### src/hdl/lpnm_ram.sv
`default_nettype none
module lpnm_ram #(
  parameter int WIDTH = 96,
  parameter int DEPTH = 16
) (
  input  logic                                   clk,
  input  logic                                   we,
  input  logic [((DEPTH > 1) ? $clog2(DEPTH) : 1)-1:0] waddr,
  input  logic [WIDTH-1:0]                       wdata,
  input  logic [((DEPTH > 1) ? $clog2(DEPTH) : 1)-1:0] raddr,
  output logic [WIDTH-1:0]                       rdata
);

  logic [WIDTH-1:0] mem [DEPTH];

  always_ff @(posedge clk) begin
    if (we) begin
      mem[waddr] <= wdata;
    end
    rdata <= mem[raddr];
  end

endmodule
`default_nettype wire

### config.mk
export PLATFORM = sky130hd
export DESIGN_NAME = lpnm_ram
export DESIGN_NICKNAME = d
export VERILOG_FILES = /design/src/hdl/lpnm_ram.sv
export SDC_FILE = /design/constraint.sdc
export NUM_CORES = 1
export LEC_CHECK = 0
export BUFFER_PORTS_ARGS = -buffer_cell sky130_fd_sc_hd__buf_2
export CAP_MARGIN = 40
export CORE_MARGIN = 10
export CORE_UTILIZATION = 61
export CTS_CLUSTER_DIAMETER = 100
export DETAILED_ROUTE_END_ITERATION = 16
export GPL_TIMING_DRIVEN = 0
export PLACE_DENSITY = 0.79
export RECOVER_POWER = 100
export SLEW_MARGIN = 30
export SYNTH_ARGS = -nofsm -noshare
export SYNTH_HDL_FRONTEND = slang
export SYNTH_SLANG_ARGS = --single-unit
### constraint.sdc
create_clock -name clk -period 9.1 [get_ports clk]
set_input_delay 0 -clock clk [delete_from_list [all_inputs] [get_ports clk]]
set_output_delay 0 -clock clk [all_outputs]
set_load 0.005 [all_outputs]
* After elaboration in Yosys (flattened, before gate mapping)
Memory sizes are Yosys's and may differ from the RTL's. A register that Yosys moved wholly into a read port is not among the register bits. Index checks and enable logic that the tools add are counted.
Word-level totals: output and inout bits 96, bits in registers 0, word-level logic and storage cells 3, input port bits 106, memories kept 1, RAM bits 1536
Memories:
- mem | depth 16, bits a word 96, rd ports 1, clocked after Yosys merged registers in 1, wr ports 1, line 14 | logic [WIDTH-1:0] mem [DEPTH];
Cells by class: mux-type cells 2
Operator list (count):
- 1-bit two-way mux | 2

* Longest topological paths before layout
Gate-level depths: netlist (run 1).
depth in word-level cells 2, gate-level depth with buffers 6, mapped depth without buffers 3

* Least setup slack after synthesis (run 1)
No wires, ideal clock.
kind input to register, from input port waddr[2] (netlist name), to memory mem[0][0] (enable), data required time 8.430 ns, slack 1.422 ns, stages on the path 2, library setup time 0.670 ns, arrival 7.008 ns, buffers on the path 0, path through or3b_2 -> nor3_1
RTL lines:
- start, declared | line 8 | input logic [((DEPTH > 1) ? $clog2(DEPTH) : 1)-1:0] waddr,
- end, declared | line 14
No word-level cell before the write port.

* Final worst setup path (run 1)
from input port waddr[1] (netlist name), to memory mem[3][12] (enable)
No word-level cell before the write port.

==> metrics.md, run 1 <==
| Metric | Value |
|---|---|
| Num rows | 114 |
| Clk Latency, worst-skew pair | 0.77 ns |
| CP endpoint kind | flop |
| Router iterations before antenna repair | 6 |
| Cells after Synth | 2460 |
| HP Class | input port to flop |
| Die ar. | 110000 um2 |
| Crit path max fanout | 17 |
| Period utilisation layout | 63.2% |
| Mapped Nets | 2566 |
| Placed Cells | 4085 |
| Status | finished, violations left |
| Hold Vio Cnt, Final | 2 |
| Core Util, Final | 70.7% |
| Vias in the first global route | 32.4k |
| Initial antenna violation count | 16 |
| First-pass GRT wire length | 242000 um |
| Layout Skew | 0.0183 ns |
| Worst Tran Pin Value | 1.77 ns |
| Height of the die | 332 um |
| Final WS setup | 3.35 ns |
| P per Cell Area | 228 nW/um2 |
| Crit path cell chain | dlygate4sd3_1 > clkbuf_1 > nand2_1 > nor2_1 > clkbuf_1 > clkbuf_1 > clkbuf_1 > clkbuf_1 |
| Worst hold slack | -0.0648 ns |
| RSZ-0062 raised after global routing | false |
| Highest-delay cell along the critical path | nor2_1 |
| CTS sink count | 1632 |
| Post-Syn Area | 59400 um2 |
| PortBufs | 199 |
| Final Max Slew Viols | 184 |
| Post-synth cell types | 18 |
| # DRC | 0 |
| WL final | 169000 um |
| Synth warn | 0 |
| Worst slew margin | -18.3% |
| Total power | 15.6 mW |
| Largest net degree at the start of global routing | 19 |
| Final cell count without fillers | 4488 |
| Setup WS pre-CTS | 6.24 ns |
| Finished Cell Area | 68300 um2 |
| Clock transition at path regs | 0.07 ns |
| Gr usage total | 30.7% |
| Min cycle time layout | 5.75 ns |
| Worst-case clock buffer depth | 3 |
| Initial Util | 61.5% |
| GRT overflow | 0 |
| H-tree Lvls | 4 |
| Maximum VDD drop | 218 uV |
| Leakage power | 21.6 nW |
| Core ar. | 96600 um2 |
| Max capacitance violation total | 13 |
| Most used cell along the critical path | clkbuf_1 |
| Max incr delay on CP | 1.18 ns |
| Initial drt markers | 5746 |
| TritonCTS clock tree | done |
| I/O pin cnt | 202 |
| Setup TNS after final layout | 0 ns |
| DR WL/cell | 37.8 um |
| Achievable Freq | 174 MHz |
| Yosys reg bits | 1632 |
| Sequential area share after synthesis | 80.9% |
| Hold_buf cts | 99 |
| Worst Path Arrival | 6.12 ns |
| Detailed placer's ending HPWL | 92800 um |
| Vias | 31.7k |
| Failing checks | negative hold slack, max-capacitance violations, max-slew violations |
| Placement Cell Area | 64700 um2 |
| Crit Path Class | input port to flop |
| Worst Setup Start Kind | input port |
| Share of layout cells above drive strength 1 | 21.0% |
| Buffer count from post-CTS setup fixing | 0 |
| FF-to-FF path depth | 3 |
| Syn Area/Cell | 24.1 um2 |
| Final net count | 3181 |
| Layout area overhead | 15.0% |
| Placer Congestion | 0.728 |
| Worst hold stages | 3 |
| Gates resized, CTS repair | 0 |
| Setup violators final | 0 |
| Antenna Nets Post-Route | 0 |
| TritonCTS buffer count | 150 |
| Die width | 332 um |
| Clock Tree Root | clkbuf_16 |
| Vias per cell | 7.05 |
| Required @ worst endpoint | 9.46 ns |
==> sequential cells by signal, summed over array words and instances (netlist names) <==
signal and count:
mem 1536, rdata 96
==> area by class of cell <==
type | count | area (um2)
antenna | 10 | 25.0
buffer | 129 | 722
clock buffer | 211 | 4230
clock inverter | 68 | 582
fill | 5169 | 28300
multi-input combinational | 699 | 10600
sequential | 1632 | 48000
tap | 1276 | 1600
timing repair buffer | 463 | 2500
==> power breakdown <==
group	switching (mW)	leakage [nW]	total, mW	internal (mW)
sequential	0.0769	14.7	8.48	8.41
clock	2.79	2.36	6.28	3.49
combinational	0.521	4.55	0.837	0.316
==> kinds of logic (layout without fill, tap and decap cells) <==
logic type / Yosys count / in the layout / share of synthesized area [%]
flops: 1632 / 1632 / 80.9
simple gates: 123 / 123 / 0.831
buf+inv: 129 / 871 / 1.22
mux: 384 / 384 / 14.6
compound gates: 192 / 192 / 2.43
other cells: 0 / 10 / 0
==> cells in the mapped netlist <==
| master | instances | area, um2 |
|---|---|---|
| nand3_1 | 1 | 5.00 |
| clkbuf_1 | 46 | 173 |
| or3b_2 | 1 | 8.76 |
| nand2b_1 | 2 | 12.5 |
| nor2b_1 | 2 | 12.5 |
| dfxtp_1 | 96 | 1920 |
| buf_1 | 32 | 120 |
| nand3b_1 | 2 | 15.0 |
| nand2_1 | 97 | 364 |
| buf_2 | 11 | 55.1 |
| buf_4 | 19 | 143 |
| nor2_1 | 13 | 48.8 |
| a22oi_1 | 192 | 1440 |
| mux4_2 | 384 | 8650 |
| buf_6 | 21 | 236 |
| nor3_1 | 4 | 20.0 |
| edfxtp_1 | 1536 | 46100 |
| and2_1 | 1 | 6.26 |
==> cell usage in the layout, fill, tap and decap left out <==
cell type / synthesis / layout
nand3_1: 1 / 1
or3b_2: 1 / 1
bufinv_16: 0 / 8
clkbuf_8: 0 / 16
nor2b_1: 2 / 2
nand2_1: 97 / 97
buf_1: 32 / 27
nor2_1: 13 / 13
nand2b_1: 2 / 2
clkinv_8: 0 / 2
buf_2: 11 / 16
dlygate4sd3_1: 0 / 99
a22oi_1: 192 / 192
clkinvlp_4: 0 / 3
edfxtp_1: 1536 / 1536
nor3_1: 4 / 4
inv_6: 0 / 9
buf_6: 21 / 28
and2_1: 1 / 1
clkinv_4: 0 / 1
nand3b_1: 2 / 2
buf_4: 19 / 23
mux4_2: 384 / 384
diode_2: 0 / 10
clkinv_2: 0 / 24
buf_16: 0 / 2
clkbuf_1: 46 / 437
dfxtp_1: 96 / 96
clkbuf_16: 0 / 155
clkinv_1: 0 / 21
==> routing by layer <==
metal	share of wire, %	vias up	global-route usage, %	routed length [um]
met5	0.047	-	0	80
met2	49	3164	49.9	83600
met1	32	16031	39.1	54100
li1	-	11788	-	-
met4	5.7	14	14.8	9670
met3	13	659	7.27	22100
==> worst max-delay path, delay by kind of cell <==
| family | cells | cell delay, ns |
|---|---|---|
| AND/OR/NAND/NOR | 2 | 1.45 |
| buffers and inverters | 6 | 4.63 |
==> path summary, 6_finish.rpt <==
check,start,endpoint,slack (ns)
worst min register to register,mem[14][37]$_DFFE_PP_,rdata[37]$_DFF_P_,0.67
worst max register to register,mem[8][0]$_DFFE_PP_,rdata[0]$_DFF_P_,7.48
worst min-delay path,waddr[2],mem[12][47]$_DFFE_PP_,-0.06
worst max-delay path,waddr[1],mem[3][12]$_DFFE_PP_,3.35
Note: power is estimated with default switching activity, not from simulation.
==> inputs of run 2 (changes only) <==
Settings changed: CORE_UTILIZATION 61 to 55, PLACE_DENSITY 0.79 to 0.75.
Clock period 9.1 ns to 4.85 ns, I/O delays scaled along.
==> run 2 against run 1 <==
  * Die area rose by 10%
  * Combinational power rose by 85%
  * Final area rose by 1.7%
  * Register-to-register slack got worse by 4.2 ns
  * Critical endpoint is now mem[0][63]$_DFFE_PP_
  * Via count fell by 5.1%
  * Clock skew barely moved
  * Sequential share of layout area fell by 1.2 points
  * Core utilization fell by 5.8 points
  * Routed wire length fell by 9.0%
  * Critical path type unchanged
  * The run ends with max-capacitance violations, max-slew violations left
  * Setup slack got worse by 2.2 ns
  * Cell count rose by 2.2%
  * Clock-buffer cell count fell by 4
==> metrics.md, run 2 (synthesis gave the netlist of run 1 again) <==
| Metric | Value |
|---|---|
| GRT overflow | 0 |
| Crit path max fanout | 9 |
| Final WS setup | 1.17 ns |
| Clock transition at path regs | 0.06 ns |
| Worst Path Arrival | 4.05 ns |
| CP endpoint | mem[0][63]$_DFFE_PP_ |
| Share of layout cells above drive strength 1 | 23.0% |
| HP Class | input port to flop |
| Detailed placer's ending HPWL | 90600 um |
| R2r setup slk | 3.31 ns |
| Status | finished, violations left |
| Crit Path Class | input port to flop |
| Failing checks | max-capacitance violations, max-slew violations |
| Hold_sp | we |
| Vias | 30.0k |
| WL final | 154000 um |
| Initial Util | 55.4% |
| Leakage power | 22.1 nW |
| First-pass GRT wire length | 222000 um |
| H-tree Lvls | 4 |
| Antenna Nets Post-Route | 0 |
| Worst hold stages | 3 |
| Placer Congestion | 0.725 |
| Multi-input logic area | 10600 um2 |
| Achievable Freq | 272 MHz |
| Routing usage on met3 | 5.99% |
| Most common cell after layout, fill and taps aside | edfxtp_1 |
| Fillers | 6488 |
| Worst slew margin | -31.7% |
| Initial antenna violation count | 12 |
| Setup violators final | 0 |
| TritonCTS clock tree | done |
| Die width | 349 um |
| Most frequent cells in the layout | 1536 x edfxtp_1, 384 x mux4_2, 356 x clkbuf_1, 192 x a22oi_1, 159 x clkbuf_16 |
| Crit. Startpoint | waddr[2] |
| Min cycle time layout | 3.68 ns |
| Largest net degree at the start of global routing | 18 |
| FF-to-FF path depth | 3 |
| Gr busiest metal | met2 |
| PortBufs | 199 |
| Vias per cell | 6.55 |
| Register bank with the most flops | mem |
| Gr usage total | 25.5% |
| Max capacitance violation total | 5 |
| Layout area overhead | 17.0% |
| Height of the die | 349 um |
| Maximum VDD drop | 270 uV |
| Buffer count from post-CTS setup fixing | 0 |
| Layout Skew | 0.0181 ns |
| Required @ worst endpoint | 5.22 ns |
| Max reg flops | 1536 |
| Clk Latency, worst-skew pair | 0.76 ns |
| Worst Tran Pin Value | 1.96 ns |
| Final Max Slew Viols | 74 |
| Vias in the first global route | 31.4k |
| Met2 global-route usage | 41.2% |
| Die ar. | 121000 um2 |
| # DRC | 0 |
| GRT met1 Usage | 33.6% |
| Num rows | 120 |
| DR WL/cell | 33.6 um |
| RSZ-0062 raised after global routing | false |
| Worst-case clock buffer depth | 3 |
| Hold Vio Cnt, Final | 0 |
| Setup WS pre-CTS | 2.25 ns |
| Core ar. | 107000 um2 |
| Final cell count without fillers | 4588 |
| Gates resized, CTS repair | 0 |
| Setup TNS after final layout | 0 ns |
| Clock Tree Root | clkbuf_16 |
| TritonCTS buffer count | 154 |
| I/O pin cnt | 202 |
| Largest registers | mem: 1536 flops, rdata: 96 flops |
| CTS sink count | 1632 |
| R2R Path Start | mem[11][55]$_DFFE_PP_ |
| P per Cell Area | 422 nW/um2 |
| Router iterations before antenna repair | 6 |
| Final net count | 3160 |
| Reg2reg end | rdata[55]$_DFF_P_ |
| CP endpoint kind | flop |
| Period utilisation layout | 75.8% |
| Register area | 48000 um2 |
| Initial drt markers | 4688 |
| Worst Setup Start Kind | input port |
| Placed Cells | 4188 |
==> run 2: cell types whose count changed in the layout (fill, tap and decap cells not counted), sizes merged <==
| cell | delta |
|---|---|
| clkbuf | -82 |
| dlygate4sd3 | +2 |
| clkinv | +6 |
| diode | -6 |
| bufinv | +2 |
| buf | +51 |
==> run 2: power breakdown <==
part	internal (mW)	leakage (nW)	switching, mW
sequential	15.8	14.7	0.125
combinational	0.621	5.00	0.930
clock	6.70	2.41	5.14
==> run 2: how the worst min path moves through the flow <==
stage / to / slack [ns]
global placement: mem[6][16]$_DFFE_PP_ / 0.35
finish: mem[8][41]$_DFFE_PP_ / 0.04
detailed placement: mem[9][36]$_DFFE_PP_ / 0.37
global route: mem[2][41]$_DFFE_PP_ / 0.02
CTS: mem[2][41]$_DFFE_PP_ / 0.03
floorplan: mem[0][0]$_DFFE_PP_ / 0.1
==> run 2: area by class of cell <==
type | instances | share of cell area [%]
Buffer | 129 | 1.04
Sequential cell | 1632 | 69.2
Clock inverter | 76 | 0.922
Clock buffer | 207 | 6.13
Tap cell | 1403 | 2.53
Antenna cell | 4 | 0.0144
Timing Repair Buffer | 438 | 4.96
Multi-Input combinational cell | 699 | 15.2
==> run 2: repair_timing <==
action,CTS,global route
hold buffers,101,0
hold endpoints to repair,1592,0
endpoints found under the setup margin,0,0
==> run 2: metrics by stage <==
| step | area, um2 | hold slack, ns | utilization [%] | power [mW] |
|---|---|---|---|---|
| after floorplan | 59400 | 0.0989 | - | 16.9 |
| final | 69500 | 0.0354 | 64.9 | 29.3 |
| after detailed placement | 65000 | 0.372 | 60.7 | 17.7 |
| after global routing | 69500 | 0.0183 | 64.9 | 30.0 |
| after CTS | 70900 | 0.0314 | 66.2 | 29.4 |
| after global placement | 62100 | 0.348 | 58.0 | 17.6 |
==> run 2: routing by layer <==
layer,vias up,part of all wire [%]
met5,-,0.051
met2,2258,50
met1,15624,35
met3,398,11
met4,14,4.0
li1,11742,-
==> run 2: worst max-delay path: stages <==
cell,delay (ns)
dlygate4sd3_1,0.55
clkbuf_1,0.15
or3b_2,0.54
nor3_1,0.22
dlygate4sd3_1,0.69
clkbuf_1,0.51
clkbuf_1,0.67
clkbuf_1,0.69
