`src/hdl/lpnm_pkg.sv`:
```
`default_nettype none
package lpnm_pkg;

  // operation codes of a request
  typedef enum logic [1:0] {
    OP_APPEND   = 2'd0,
    OP_POSE     = 2'd1,
    OP_MATCH    = 2'd2,
    OP_RESERVED = 2'd3
  } op_t;

  // configuration register indexes
  localparam int CFG_IDX_W = 3;
  typedef enum logic [CFG_IDX_W-1:0] {
    REG_FOCAL_X  = 3'd0,
    REG_FOCAL_Y  = 3'd1,
    REG_CENTER_X = 3'd2,
    REG_CENTER_Y = 3'd3,
    REG_MAX_DIST = 3'd4
  } reg_t;

  typedef struct packed {
    logic [1:0]         operation;
    logic signed [31:0] pos_x;
    logic signed [31:0] pos_y;
    logic signed [31:0] pos_z;
    logic signed [15:0] rot_w;
    logic signed [15:0] rot_x;
    logic signed [15:0] rot_y;
    logic signed [15:0] rot_z;
    logic [15:0]        box_min_x;
    logic [15:0]        box_min_y;
    logic [15:0]        box_max_x;
    logic [15:0]        box_max_y;
  } req_t;

  typedef struct packed {
    logic        matched;
    logic [3:0]  landmark_index;
    logic [31:0] dist_sq;
  } rsp_t;

  // divider status
  typedef struct packed {
    logic done;
    logic sat;
  } div_st_t;

  localparam int MUL_A_W = 22;
  localparam int MUL_B_W = 33;
  localparam int MUL_P_W = MUL_A_W + MUL_B_W;
  localparam int ACC_W   = 64;
  localparam int RM_W    = 22;
  localparam int CAM_W   = 43;
  localparam int NUM_W   = 59;
  localparam int DEN_W   = 42;
  localparam int QUO_W   = 19;
  localparam int DIV_SW  = DEN_W + QUO_W;
  localparam int DM_W    = 17;

  localparam logic [15:0] FOCAL_RST    = 16'd8000;
  localparam logic [15:0] CENTER_X_RST = 16'd5120;
  localparam logic [15:0] CENTER_Y_RST = 16'd3840;
  localparam logic [15:0] MAX_DIST_RST = 16'd2400;
  localparam logic signed [15:0] QUAT_ONE = 16'sd16384;

endpackage
`default_nettype wire

```
`src/hdl/lpnm_div.sv`:
```
`default_nettype none
module lpnm_div (
  input  logic                            clk,
  input  logic                            rst_n,
  input  logic                            start,
  input  logic [lpnm_pkg::NUM_W-1:0]      num,
  input  logic [lpnm_pkg::DEN_W-1:0]      den,
  output lpnm_pkg::div_st_t               st,
  output logic [lpnm_pkg::QUO_W-1:0]      quo
);

  localparam int SW    = lpnm_pkg::DIV_SW;
  localparam int QW    = lpnm_pkg::QUO_W;
  localparam int CNT_W = $clog2(QW + 1);

  logic             busy_r, busy_nxt;
  logic             done_r, done_nxt;
  logic             sat_r, sat_nxt;
  logic [CNT_W-1:0] cnt_r, cnt_nxt;
  logic [SW-1:0]    rem_r, rem_nxt;
  logic [SW-1:0]    dsh_r, dsh_nxt;
  logic [QW-1:0]    q_r, q_nxt;

  // restoring division, one quotient bit a cycle; a quotient that does not fit in QW bits sets sat
  always_comb begin
    busy_nxt = busy_r;
    done_nxt = 1'b0;
    sat_nxt  = sat_r;
    cnt_nxt  = cnt_r;
    rem_nxt  = rem_r;
    dsh_nxt  = dsh_r;
    q_nxt    = q_r;
    if (start) begin
      rem_nxt = SW'(num);
      dsh_nxt = SW'(den) << (QW - 1);
      q_nxt   = '0;
      cnt_nxt = CNT_W'(QW);
      if (SW'(num) >= (SW'(den) << QW)) begin
        sat_nxt  = 1'b1;
        done_nxt = 1'b1;
        busy_nxt = 1'b0;
      end else begin
        sat_nxt  = 1'b0;
        busy_nxt = 1'b1;
      end
    end else if (busy_r) begin
      if (rem_r >= dsh_r) begin
        rem_nxt = rem_r - dsh_r;
        q_nxt   = {q_r[QW-2:0], 1'b1};
      end else begin
        q_nxt   = {q_r[QW-2:0], 1'b0};
      end
      dsh_nxt = dsh_r >> 1;
      cnt_nxt = cnt_r - CNT_W'(1);
      if (cnt_r == CNT_W'(1)) begin
        busy_nxt = 1'b0;
        done_nxt = 1'b1;
      end
    end
  end

  always_ff @(posedge clk) begin
    if (!rst_n) begin
      busy_r <= 1'b0;
      done_r <= 1'b0;
      sat_r  <= 1'b0;
      cnt_r  <= '0;
    end else begin
      busy_r <= busy_nxt;
      done_r <= done_nxt;
      sat_r  <= sat_nxt;
      cnt_r  <= cnt_nxt;
    end
    rem_r <= rem_nxt;
    dsh_r <= dsh_nxt;
    q_r   <= q_nxt;
  end

  assign st.done = done_r;
  assign st.sat  = sat_r;
  assign quo     = q_r;

endmodule
`default_nettype wire

```
`config.mk`:
```
export PLATFORM = sky130hd
export DESIGN_NAME = lpnm_div
export DESIGN_NICKNAME = d
export VERILOG_FILES = /design/src/hdl/lpnm_pkg.sv /design/src/hdl/lpnm_div.sv
export SDC_FILE = /design/constraint.sdc
export NUM_CORES = 1
export LEC_CHECK = 0
export BUFFER_PORTS_ARGS = -buffer_cell sky130_fd_sc_hd__clkbuf_2
export CAP_MARGIN = 20
export CORE_MARGIN = 5
export CORE_UTILIZATION = 56
export CTS_BUF_LIST = sky130_fd_sc_hd__clkbuf_8
export CTS_CLUSTER_DIAMETER = 200
export CTS_CLUSTER_SIZE = 24
export DETAILED_ROUTE_END_ITERATION = 10
export GPL_TIMING_DRIVEN = 1
export HOLD_SLACK_MARGIN = 0.02
export PLACE_DENSITY = 0.85
export SYNTH_ARGS = -nofsm -noshare
export SYNTH_HDL_FRONTEND = slang
export SYNTH_SLANG_ARGS = --single-unit
```
`constraint.sdc`:
```
create_clock -name clk -period 4 [get_ports clk]
set_input_delay 0.4 -clock clk [delete_from_list [all_inputs] [get_ports clk]]
set_output_delay 0.4 -clock clk [all_outputs]
set_load 0.01 [all_outputs]
```
* Yosys cells after proc, flatten, opt, wreduce, memory -nomap -nowiden
Index checks and enable logic that the tools add are counted.
Word-level totals: bits in registers 148, input port bits 104, output and inout port bits 21, logic and storage cells 37
Operators by class: add/subtract/negate cells 2, $lt $le $gt $ge 2, equal/unequal tests 1, muxes and demuxes 16, bitwise gates (word level) 1, reductions and logical operators 5
Operator list (count):
- $mux W59 | 3
- $mux W60 | 2
- $ge A59 B61 Y1 | 1
- $ge A61 B60 Y1 | 1
- $sub A61 B60 Y61 | 1
- $mux W5 | 2
- $mux W1 | 9
- $eq A5 B1 Y1 const B | 1
- $sub A5 B1 Y5 const B | 1
- $reduce_and A2 Y1 | 2
- $reduce_bool A2 Y1 | 2
- $reduce_or A2 Y1 | 1
- $not A1 Y1 | 1

* Depth between registers and ports, before layout
Gate-level depths: netlist of run 1.
word-level depth 4, mapped depth 13, gate-level depth less buffers 12

* Least setup slack after synthesis of run 1
OpenSTA, ideal clock, no wires.
path kind register to register, from register rem_r[24], to register rem_r[0] (enable), setup time 0.421 ns, data arrival time 3.399 ns, data required time 3.579 ns, path slack 0.180 ns, stages on the path, launching flop included 11, buffers on the path 1, clock period less this slack 3.820 ns, path through edfxtp_1 > ha_1 > buf_2 > nand4_1 > nor4_1 > nand2_1 > o41ai_1 > a211oi_1 > o32ai_1 > a21o_1 > or2_1
Between the ends: word-level cells in the longest chain between the ends 3
RTL lines:
- start: declaration | line lpnm_div.sv:20 | logic [SW-1:0] rem_r, rem_nxt;
- start signal: assignment | line lpnm_div.sv:74 | rem_r <= rem_nxt;
- $ge A61 B60 Y1 | line lpnm_div.sv:47 | if (rem_r >= dsh_r) begin
- $reduce_bool A2 Y1 (no line)
- $reduce_and A2 Y1 (no line)
No other way between the ends. A chain may end at the register's enable or synchronous reset.

* Worst setup path in the final report of run 1
from register rem_r[25], to register rem_r[36] (enable)
The elaborated chain is that of the path after synthesis.

==> results.json, run 1 <==
{
  "hp-start": "num[53]",
  "num_rows": 51,
  "relSlewSlack": 0.396,
  "setup_viol": 0,
  "die_area_um2": 22500,
  "fillers": 1694,
  "min_path_cells": 3,
  "rsz0062_at_grt": "no",
  "place_hpwl_um": 20700,
  "drt-wirelength-per-cell_um": 16.8,
  "cts_tree": "yes",
  "r2r-end": "rem_r[36]$_DFFE_PP_",
  "worstSetupStartpointType": "register",
  "first_global_vias": 9104,
  "crit_required_ps": 4130,
  "hold_end": "rem_r[53]$_DFFE_PP_",
  "hold_viol": 0,
  "yosysWarnings": 0,
  "period_needed_ps": 3470,
  "synth_area_um2": 11000,
  "drtAntennaViolNets": 0,
  "cp-startpoint": "rem_r[25]$_DFFE_PP_",
  "core_area_um2": 19400,
  "syn-num-nets": 1467,
  "holdBufCountCts": 0,
  "start_util": 0.566,
  "rr_startpoint": "rem_r[25]$_DFFE_PP_",
  "syn_avg_cell_area_um2": 8.71,
  "fin_worst_skew_ps": 19.4,
  "vdd_drop_max_mv": 0.250,
  "io-pin-count": 125,
  "ys_ff_latch": 148,
  "h-tree-depth": 4,
  "ff_latch_area_um2": 3980,
  "period_share": 0.868,
  "p_per_area_nw_per_um2": 506,
  "ff2ff_path_depth": 10,
  "dr.first_iter.drc_count": 811,
  "maxCapViolCount": 0,
  "ys_async_sr_fraction": 0,
  "syn_inst": 1260,
  "area_growth_pct": 10.6,
  "p_total_mw": 6.14,
  "die-height_um": 150,
  "end_kind": "register",
  "dr.pass1.iters": 6,
  "worstPathArrival_ps": 3600,
  "status": "complete, no violations",
  "fp.dieW_um": 150,
  "antenna_found_initial": 0,
  "crit_path_max_fanout": 60,
  "reg2reg_slack_ps": 530,
  "critical_path_class": "reg -> reg",
  "grt_pass1_wl_um": 44500,
  "cts_buffer_depth": 2,
  "drc": 0,
  "grt.total_usage": 0.246,
  "cts.clk_slew.worst_paths_ps": 100,
  "cts_buffers": 17,
  "cts.sinks": 148,
  "leakagePower_nw": 5.36,
  "routed_wl_um": 27300,
  "routabilityCongestion": 0.912,
  "grt_overflow": 0,
  "cts_resized": 0,
  "synth-edff-count": 101,
  "fmax_mhz": 288,
  "vias": 9398,
  "synthFlopType": "edfxtp_1",
  "tightestPinTransition_ps": 894,
  "numPortBuffers": 124,
  "post_cts_buffers": 0,
  "synthDistinctLibCells": 86,
  "nets": 1556,
  "ys_seq_area_frac": 0.362,
  "clkLatencyLatePin_ps": 480,
  "drive_gt1_frac": 0.142,
  "root_buffer": "clkbuf_8",
  "routed_via_density": 5.78,
  "antenna_cells": 0,
  "hp-class": "in -> reg",
  "tns_ps": 0,
  "grt_max_degree": 90,
  "slew_viol_final": 0,
  "multi_input_area_um2": 6260
}
[metrics by stage]
stage                     utilization  cells  cell area (µm²)  setup slack, ps  hold WS, ps
after global placement          0.604   1594            11700              680          467
after global routing            0.626   1627            12100              203          218
after floorplan                     -   1260            11000              180          456
final                           0.626   1627            12100              528          228
after CTS                       0.625   1626            12100              567          198
after detailed placement        0.604   1594            11700              579          489
[power breakdown]
| group | leakage [nW] | switching [mW] | internal, mW |
|---|---|---|---|
| combinational | 3.75 | 1.75 | 1.15 |
| sequential | 1.41 | 0.0881 | 1.94 |
| clock | 0.207 | 0.658 | 0.548 |
[worst max-delay path by stage]
stage               slack (ps)  cells after the start                   to
finish                     530                     10  rem_r[36]$_DFFE_PP_
global route               200                     10  rem_r[36]$_DFFE_PP_
global placement           680                     11  rem_r[34]$_DFFE_PP_
detailed placement         580                     11  rem_r[32]$_DFFE_PP_
CTS                        570                     11  rem_r[18]$_DFFE_PP_
floorplan                  180                     10   rem_r[0]$_DFFE_PP_
[cells by family after synthesis]
logic type	synth area share
AND/OR/NAND/NOR	0.156
AO/OA/AOI/OAI	0.214
buffers and inverters	0.0683
flip-flops	0.362
adder cells (fa/ha/maj)	0.118
XOR/XNOR	0.0431
multiplexers	0.0390
[routing by layer]
layer	GRT usage	wire [µm]	vias up
li1	-	-	4668
met1	0.334	12500	4352
met2	0.401	12600	335
met3	0.0409	1630	43
met4	0.0805	597	0
met5	0	0	-
[layout by cell type, fill, tap and decap left out, drive strengths merged, types with 14 or more instances in the layout]
| master | synthesis | final |
|---|---|---|
| xnor2 | 33 | 33 |
| xor2 | 21 | 21 |
| nor2 | 85 | 85 |
| ha | 102 | 102 |
| clkbuf | 42 | 142 |
| a211oi | 14 | 14 |
| dfxtp | 47 | 47 |
| edfxtp | 101 | 101 |
| mux2i | 39 | 39 |
| a21oi | 80 | 80 |
| nand3 | 21 | 21 |
| inv | 124 | 134 |
| o21ai | 128 | 128 |
| nor2b | 14 | 14 |
| nand4 | 23 | 23 |
| nand2 | 151 | 151 |
| a21o | 51 | 51 |
[Yosys cell counts, types with 12 or more instances]
| cell type | instances | area (µm²) |
|---|---|---|
| inv_1 | 124 | 465 |
| xnor2_1 | 33 | 289 |
| mux2i_1 | 39 | 390 |
| a21o_1 | 50 | 375 |
| nor2b_1 | 13 | 81.3 |
| a211oi_1 | 12 | 90.1 |
| xor2_1 | 21 | 184 |
| o21ai_0 | 124 | 621 |
| nand2_1 | 151 | 567 |
| nor2_1 | 85 | 319 |
| edfxtp_1 | 101 | 3030 |
| nand4_1 | 23 | 144 |
| nand3_1 | 21 | 105 |
| ha_1 | 102 | 1280 |
| dfxtp_1 | 47 | 941 |
| clkbuf_1 | 42 | 158 |
| a21oi_1 | 78 | 390 |
[critical path: stages, from the launching register on]
cell      delay, ps
edfxtp_1        380
ha_1            470
nand4_1         170
nor4_1          730
nand2_1         110
o41ai_1         400
a211oi_1         80
o32ai_1         140
a21o_1          160
or2_2           140
buf_12          310
[layout make-up]
type | count | share of cell area
Multi-Input combinational cell | 926 | 0.516
Sequential cell | 148 | 0.327
Timing Repair Buffer | 131 | 0.0583
Inverter | 125 | 0.0386
Tap cell | 265 | 0.0273
Clock buffer | 19 | 0.0215
Clock inverter | 13 | 0.0111
[flip-flops by register name, summed over array words and instances (netlist names)]
register and count:
dsh_r 60, sat_r 1, rem_r 61, done_r 1, cnt_r 5, busy_r 1, quo 19
Power figures use the tool's default switching activity.
==> run 2: changes to the inputs <==
--- a/config.mk
+++ b/config.mk
@@ -8,14 +8,14 @@
 export BUFFER_PORTS_ARGS = -buffer_cell sky130_fd_sc_hd__clkbuf_2
 export CAP_MARGIN = 20
 export CORE_MARGIN = 5
-export CORE_UTILIZATION = 56
+export CORE_UTILIZATION = 60
 export CTS_BUF_LIST = sky130_fd_sc_hd__clkbuf_8
 export CTS_CLUSTER_DIAMETER = 200
 export CTS_CLUSTER_SIZE = 24
 export DETAILED_ROUTE_END_ITERATION = 10
 export GPL_TIMING_DRIVEN = 1
 export HOLD_SLACK_MARGIN = 0.02
-export PLACE_DENSITY = 0.85
+export PLACE_DENSITY = 0.87
 export SYNTH_ARGS = -nofsm -noshare
 export SYNTH_HDL_FRONTEND = slang
 export SYNTH_SLANG_ARGS = --single-unit
==> constraint.sdc (replaced) <==
create_clock -name clk -period 4.35 [get_ports clk]
set_input_delay 0.435 -clock clk [delete_from_list [all_inputs] [get_ports clk]]
set_output_delay 0.435 -clock clk [all_outputs]
set_load 0.01 [all_outputs]
==> results.json, run 2 (synthesis gave the netlist of run 1 again) <==
{
  "status": "complete, no violations",
  "io-pin-count": 125,
  "min_path_cells": 3,
  "whs_ps": 277,
  "cts_resized": 0,
  "h-tree-depth": 4,
  "tightestPinTransition_ps": 884,
  "setup_ws_ps": 781,
  "slew_viol_final": 0,
  "end_kind": "register",
  "leakagePower_nw": 5.35,
  "place_worst_setup_slack_ps": 869,
  "nets": 1557,
  "dpl-instance-area_um2": 11700,
  "cp_num_buf_inv": 2,
  "maxCapViolCount": 0,
  "path_depth": 11,
  "crit_path_max_fanout": 33,
  "largest-register": "rem_r",
  "slowest_stage": "nor4_1",
  "ff2ff_path_depth": 11,
  "drc": 0,
  "dr.pass1.iters": 6,
  "period_share": 0.821,
  "hold_viol": 0,
  "grt_max_degree": 95,
  "cts_tree": "yes",
  "fin_cells": 1592,
  "placed_cells": 1560,
  "critical-path-top-delay-family": "simple AND/OR/NAND/NOR gates",
  "grt.total_usage": 0.255,
  "layout_common_cells": "nand2_1 (150), inv_1 (124), o21ai_0 (124), clkbuf_2 (123), ha_1 (102)",
  "cts_buffer_depth": 2,
  "holdBufCountCts": 0,
  "area_growth_pct": 9.96,
  "vdd_drop_max_mv": 0.252,
  "cts.sinks": 148,
  "numPortBuffers": 124,
  "grt_pass1_wl_um": 45400,
  "dr.first_iter.drc_count": 1009,
  "crit_required_ps": 4450,
  "vias": 9530,
  "first_global_vias": 9431,
  "tns_ps": 0,
  "num_rows": 49,
  "root_buffer": "clkbuf_8",
  "grt_overflow": 0,
  "layout_commonest_cell": "nand2_1",
  "path_cells": "inv_1 -> ha_1 -> nand4_1 -> nor4_1 -> nand2_1 -> o41ai_1 -> a211oi_1 -> o32ai_1 -> a21o_1 -> or2_2 -> buf_4",
  "place_hpwl_um": 21100,
  "reg2reg_slack_ps": 780,
  "routed_via_density": 5.99,
  "drive_gt1_frac": 0.142,
  "routabilityCongestion": 0.903,
  "start_util": 0.611,
  "relSlewSlack": 0.405,
  "routed_wl_um": 28000,
  "core_area_um2": 18000,
  "fin_worst_skew_ps": 16.7,
  "critical_path_class": "reg -> reg",
  "cts_buffers": 17,
  "rsz0062_at_grt": "no",
  "drtAntennaViolNets": 0,
  "cts.clk_slew.worst_paths_ps": 90,
  "p_total_mw": 5.64,
  "worstSetupStartpointType": "register",
  "post_cts_buffers": 0,
  "setup_viol": 0,
  "fin_util": 0.672,
  "fmax_mhz": 280,
  "fin_area_um2": 12100,
  "antenna_cells": 0,
  "fp.dieW_um": 145,
  "worstPathArrival_ps": 3670,
  "die_area_um2": 21100,
  "period_needed_ps": 3570,
  "antenna_found_initial": 0,
  "p_per_area_nw_per_um2": 467,
  "hp-class": "in -> reg",
  "drt-wirelength-per-cell_um": 17.6,
  "cpPeakStageDelay_ps": 680,
  "clkLatencyLatePin_ps": 470,
  "die-height_um": 145,
  "largest_reg_flops": 61
}
run 2: layout make-up:
class	count	area (µm²)
Multi-Input combinational cell	926	6260
Fill cell	1459	5890
Sequential cell	148	3980
Timing Repair Buffer	132	683
Inverter	125	469
Tap cell	229	287
Clock buffer	17	234
Clock inverter	15	164
run 2: final timing paths:
| kind | startpoint | to |
|---|---|---|
| setup / recovery | dsh_r[25]$_DFFE_PP_ | rem_r[14]$_DFFE_PP_ |
| hold / removal | num[37] | rem_r[37]$_DFFE_PP_ |
| setup reg to reg | dsh_r[25]$_DFFE_PP_ | rem_r[14]$_DFFE_PP_ |
| hold reg to reg | rem_r[59]$_SDFFE_PP0P_ | rem_r[59]$_SDFFE_PP0P_ |
run 2: routing by layer:
metal / global-route usage / share of wire / vias to the layer above
met2: 0.430 / 0.48 / 330
met1: 0.339 / 0.45 / 4486
met4: 0.0751 / 0.021 / 0
li1: - / - / 4662
met5: 0 / 0 / -
met3: 0.0446 / 0.054 / 52
run 2: worst register-to-register path: stages (launching register included):
cell,delay (ps)
edfxtp_1,370
inv_1,50
ha_1,430
nand4_1,170
nor4_1,680
nand2_1,100
o41ai_1,430
a211oi_1,80
o32ai_1,160
a21o_1,170
or2_2,130
buf_4,430
run 2: power by group:
part,internal [mW],leakage [nW],switching (mW),total (mW)
sequential,1.78,1.41,0.0808,1.87
combinational,1.06,3.74,1.63,2.69
clock,0.435,0.205,0.653,1.09
==> run 3: changes to the inputs <==
--- a/config.mk
+++ b/config.mk
@@ -8,14 +8,14 @@
 export BUFFER_PORTS_ARGS = -buffer_cell sky130_fd_sc_hd__clkbuf_2
 export CAP_MARGIN = 20
 export CORE_MARGIN = 5
-export CORE_UTILIZATION = 60
+export CORE_UTILIZATION = 56
 export CTS_BUF_LIST = sky130_fd_sc_hd__clkbuf_8
 export CTS_CLUSTER_DIAMETER = 200
 export CTS_CLUSTER_SIZE = 24
 export DETAILED_ROUTE_END_ITERATION = 10
 export GPL_TIMING_DRIVEN = 1
 export HOLD_SLACK_MARGIN = 0.02
-export PLACE_DENSITY = 0.87
+export PLACE_DENSITY = 0.85
 export SYNTH_ARGS = -nofsm -noshare
 export SYNTH_HDL_FRONTEND = slang
 export SYNTH_SLANG_ARGS = --single-unit
==> constraint.sdc (replaced) <==
create_clock -name clk -period 3 [get_ports clk]
set_input_delay 0.3 -clock clk [delete_from_list [all_inputs] [get_ports clk]]
set_output_delay 0.3 -clock clk [all_outputs]
set_load 0.01 [all_outputs]
==> results.json, run 3 (synthesis gave the netlist of run 1 again) <==
{
  "status": "complete, but fails checks",
  "failed_checks": "negative setup slack",
  "rsz0062_at_grt": "yes",
  "slew_viol_final": 0,
  "routed_via_density": 5.87,
  "grt_overflow": 0,
  "drt-wirelength-per-cell_um": 18.2,
  "p_sw_mw": 3.77,
  "root_buffer": "clkbuf_8",
  "fin_worst_skew_ps": 9.55,
  "fmax_mhz": 331,
  "grt_max_degree": 73,
  "p_per_area_nw_per_um2": 688,
  "cts_tree": "yes",
  "h-tree-depth": 4,
  "tightestPinTransition_ps": 688,
  "routabilityCongestion": 0.963,
  "vias": 9966,
  "fin_cells": 1697,
  "critical_path_class": "reg -> reg",
  "period_needed_ps": 3020,
  "antenna_cells": 0,
  "r2r-end": "rem_r[54]$_DFFE_PP_",
  "numPortBuffers": 124,
  "p_total_mw": 9.18,
  "num_rows": 51,
  "cts.sinks": 148,
  "clkLatencyLatePin_ps": 460,
  "maxCapViolCount": 0,
  "worstSetupStartpointType": "register",
  "drtAntennaViolNets": 0,
  "cp-startpoint": "rem_r[0]$_DFFE_PP_",
  "drive_gt1_frac": 0.245,
  "setup.worst_path.end": "rem_r[54]$_DFFE_PP_",
  "fp.dieW_um": 150,
  "nets": 1626,
  "io-pin-count": 125,
  "intPower_mw": 5.41,
  "period_share": 1.01,
  "antenna_found_initial": 1,
  "reg2reg_slack_ps": -20,
  "swShare": 0.411,
  "cts_buffers": 17,
  "layout_commonest_cell": "nand2_1",
  "place_worst_setup_slack_ps": -59.3,
  "cts_buffer_depth": 2,
  "die_area_um2": 22500,
  "vdd_drop_max_mv": 0.346,
  "setup_viol": 4,
  "dr.first_iter.drc_count": 958,
  "core_area_um2": 19400,
  "largest_reg_flops": 61,
  "layout_common_cells": "nand2_1 (148), inv_1 (123), clkbuf_2 (123), o21ai_0 (116), edfxtp_1 (101)",
  "first_global_vias": 9694,
  "hp-class": "in -> reg",
  "hold_viol": 0,
  "die-height_um": 150,
  "crit_required_ps": 3330,
  "drc": 0,
  "cts.clk_slew.worst_paths_ps": 100,
  "start_util": 0.566,
  "grt_pass1_wl_um": 46600,
  "placed_cells": 1643,
  "end_kind": "register",
  "comb_power_share": 0.523,
  "setup_ws_ps": -18.8,
  "area_growth_pct": 21.6,
  "relSlewSlack": 0.541,
  "leakagePower_nw": 5.78,
  "ff2ff_path_depth": 12,
  "place_hpwl_um": 22500,
  "crit_path_max_fanout": 4,
  "largest-register": "rem_r",
  "holdBufCountCts": 0,
  "worstPathArrival_ps": 3350,
  "dr.pass1.iters": 5,
  "power_frac_clock": 0.176,
  "grt.total_usage": 0.258,
  "routed_wl_um": 30800,
  "seqPwrFrac": 0.301,
  "rr_startpoint": "rem_r[0]$_DFFE_PP_"
}
[run 3: changes by cell type in the layout (fill, tap and decap cells not counted), sizes merged]
cell,previous run,this run
inv,134,133
buf,9,75
clkbuf,140,143
clkinv,6,7
[run 3: power by group through the flow]
stage	clock network, mW	logic (mW)	registers (mW)
after detailed placement	0	4.08	2.75
after global placement	0	4.00	2.74
after CTS	1.63	4.14	2.71
after floorplan	0	2.97	2.71
final	1.62	4.81	2.76
after global routing	1.72	5.22	2.79
[run 3: cell type report]
class	count	area (µm²)
clock buffer	17	234
tap	265	332
multi-input combinational	926	6820
fill	1528	6050
clock inverter	15	179
sequential	148	3980
timing repair buffer	201	1340
inverter	125	469
[run 3: worst min-delay path by stage]
stage,cells past startpoint,to,start
global placement,2,rem_r[59]$_SDFFE_PP0P_,rem_r[59]$_SDFFE_PP0P_
detailed placement,2,rem_r[59]$_SDFFE_PP0P_,rem_r[59]$_SDFFE_PP0P_
floorplan,2,sat_r$_SDFFE_PN0P_,rst_n
finish,3,rem_r[37]$_DFFE_PP_,num[37]
CTS,3,rem_r[48]$_DFFE_PP_,num[48]
global route,3,rem_r[19]$_DFFE_PP_,num[19]
[run 3: repair_timing]
item,4_1_cts,5_1_grt
setup endpoints to repair,23,87
resized for setup,6,118
cloned,0,5
pin swaps,1,36
buffers inserted,0,16
[run 3: stage by stage]
stage          area [µm²]  setup TNS [ps]   util  hold WS, ps
3_3_place_gp        12100               0  0.625          467
5_1_grt             13300           -3820  0.688          142
6_report            13300           -34.8  0.688          146
2_1_floorplan       11000               0      -          438
4_1_cts             12600               0  0.648          132
3_5_place_dp        12100            -185  0.625          482
[run 3: metal layers]
layer	vias up	routed length [µm]	track usage
met1	4702	13400	0.338
met2	391	14700	0.439
met4	2	995	0.0878
met3	67	1720	0.0342
met5	-	13	0
li1	4804	-	-
[run 3: critical path, cell delays in order (launching register included)]
cell and delay [ps]:
edfxtp_1 380, inv_1 80, ha_2 200, fa_2 250, nor2b_4 60, o31ai_4 260, a211oi_2 120, or3_4 420
a21oi_4 220, o311ai_4 170, o31ai_2 270, mux2_1 350, nor2_1 100
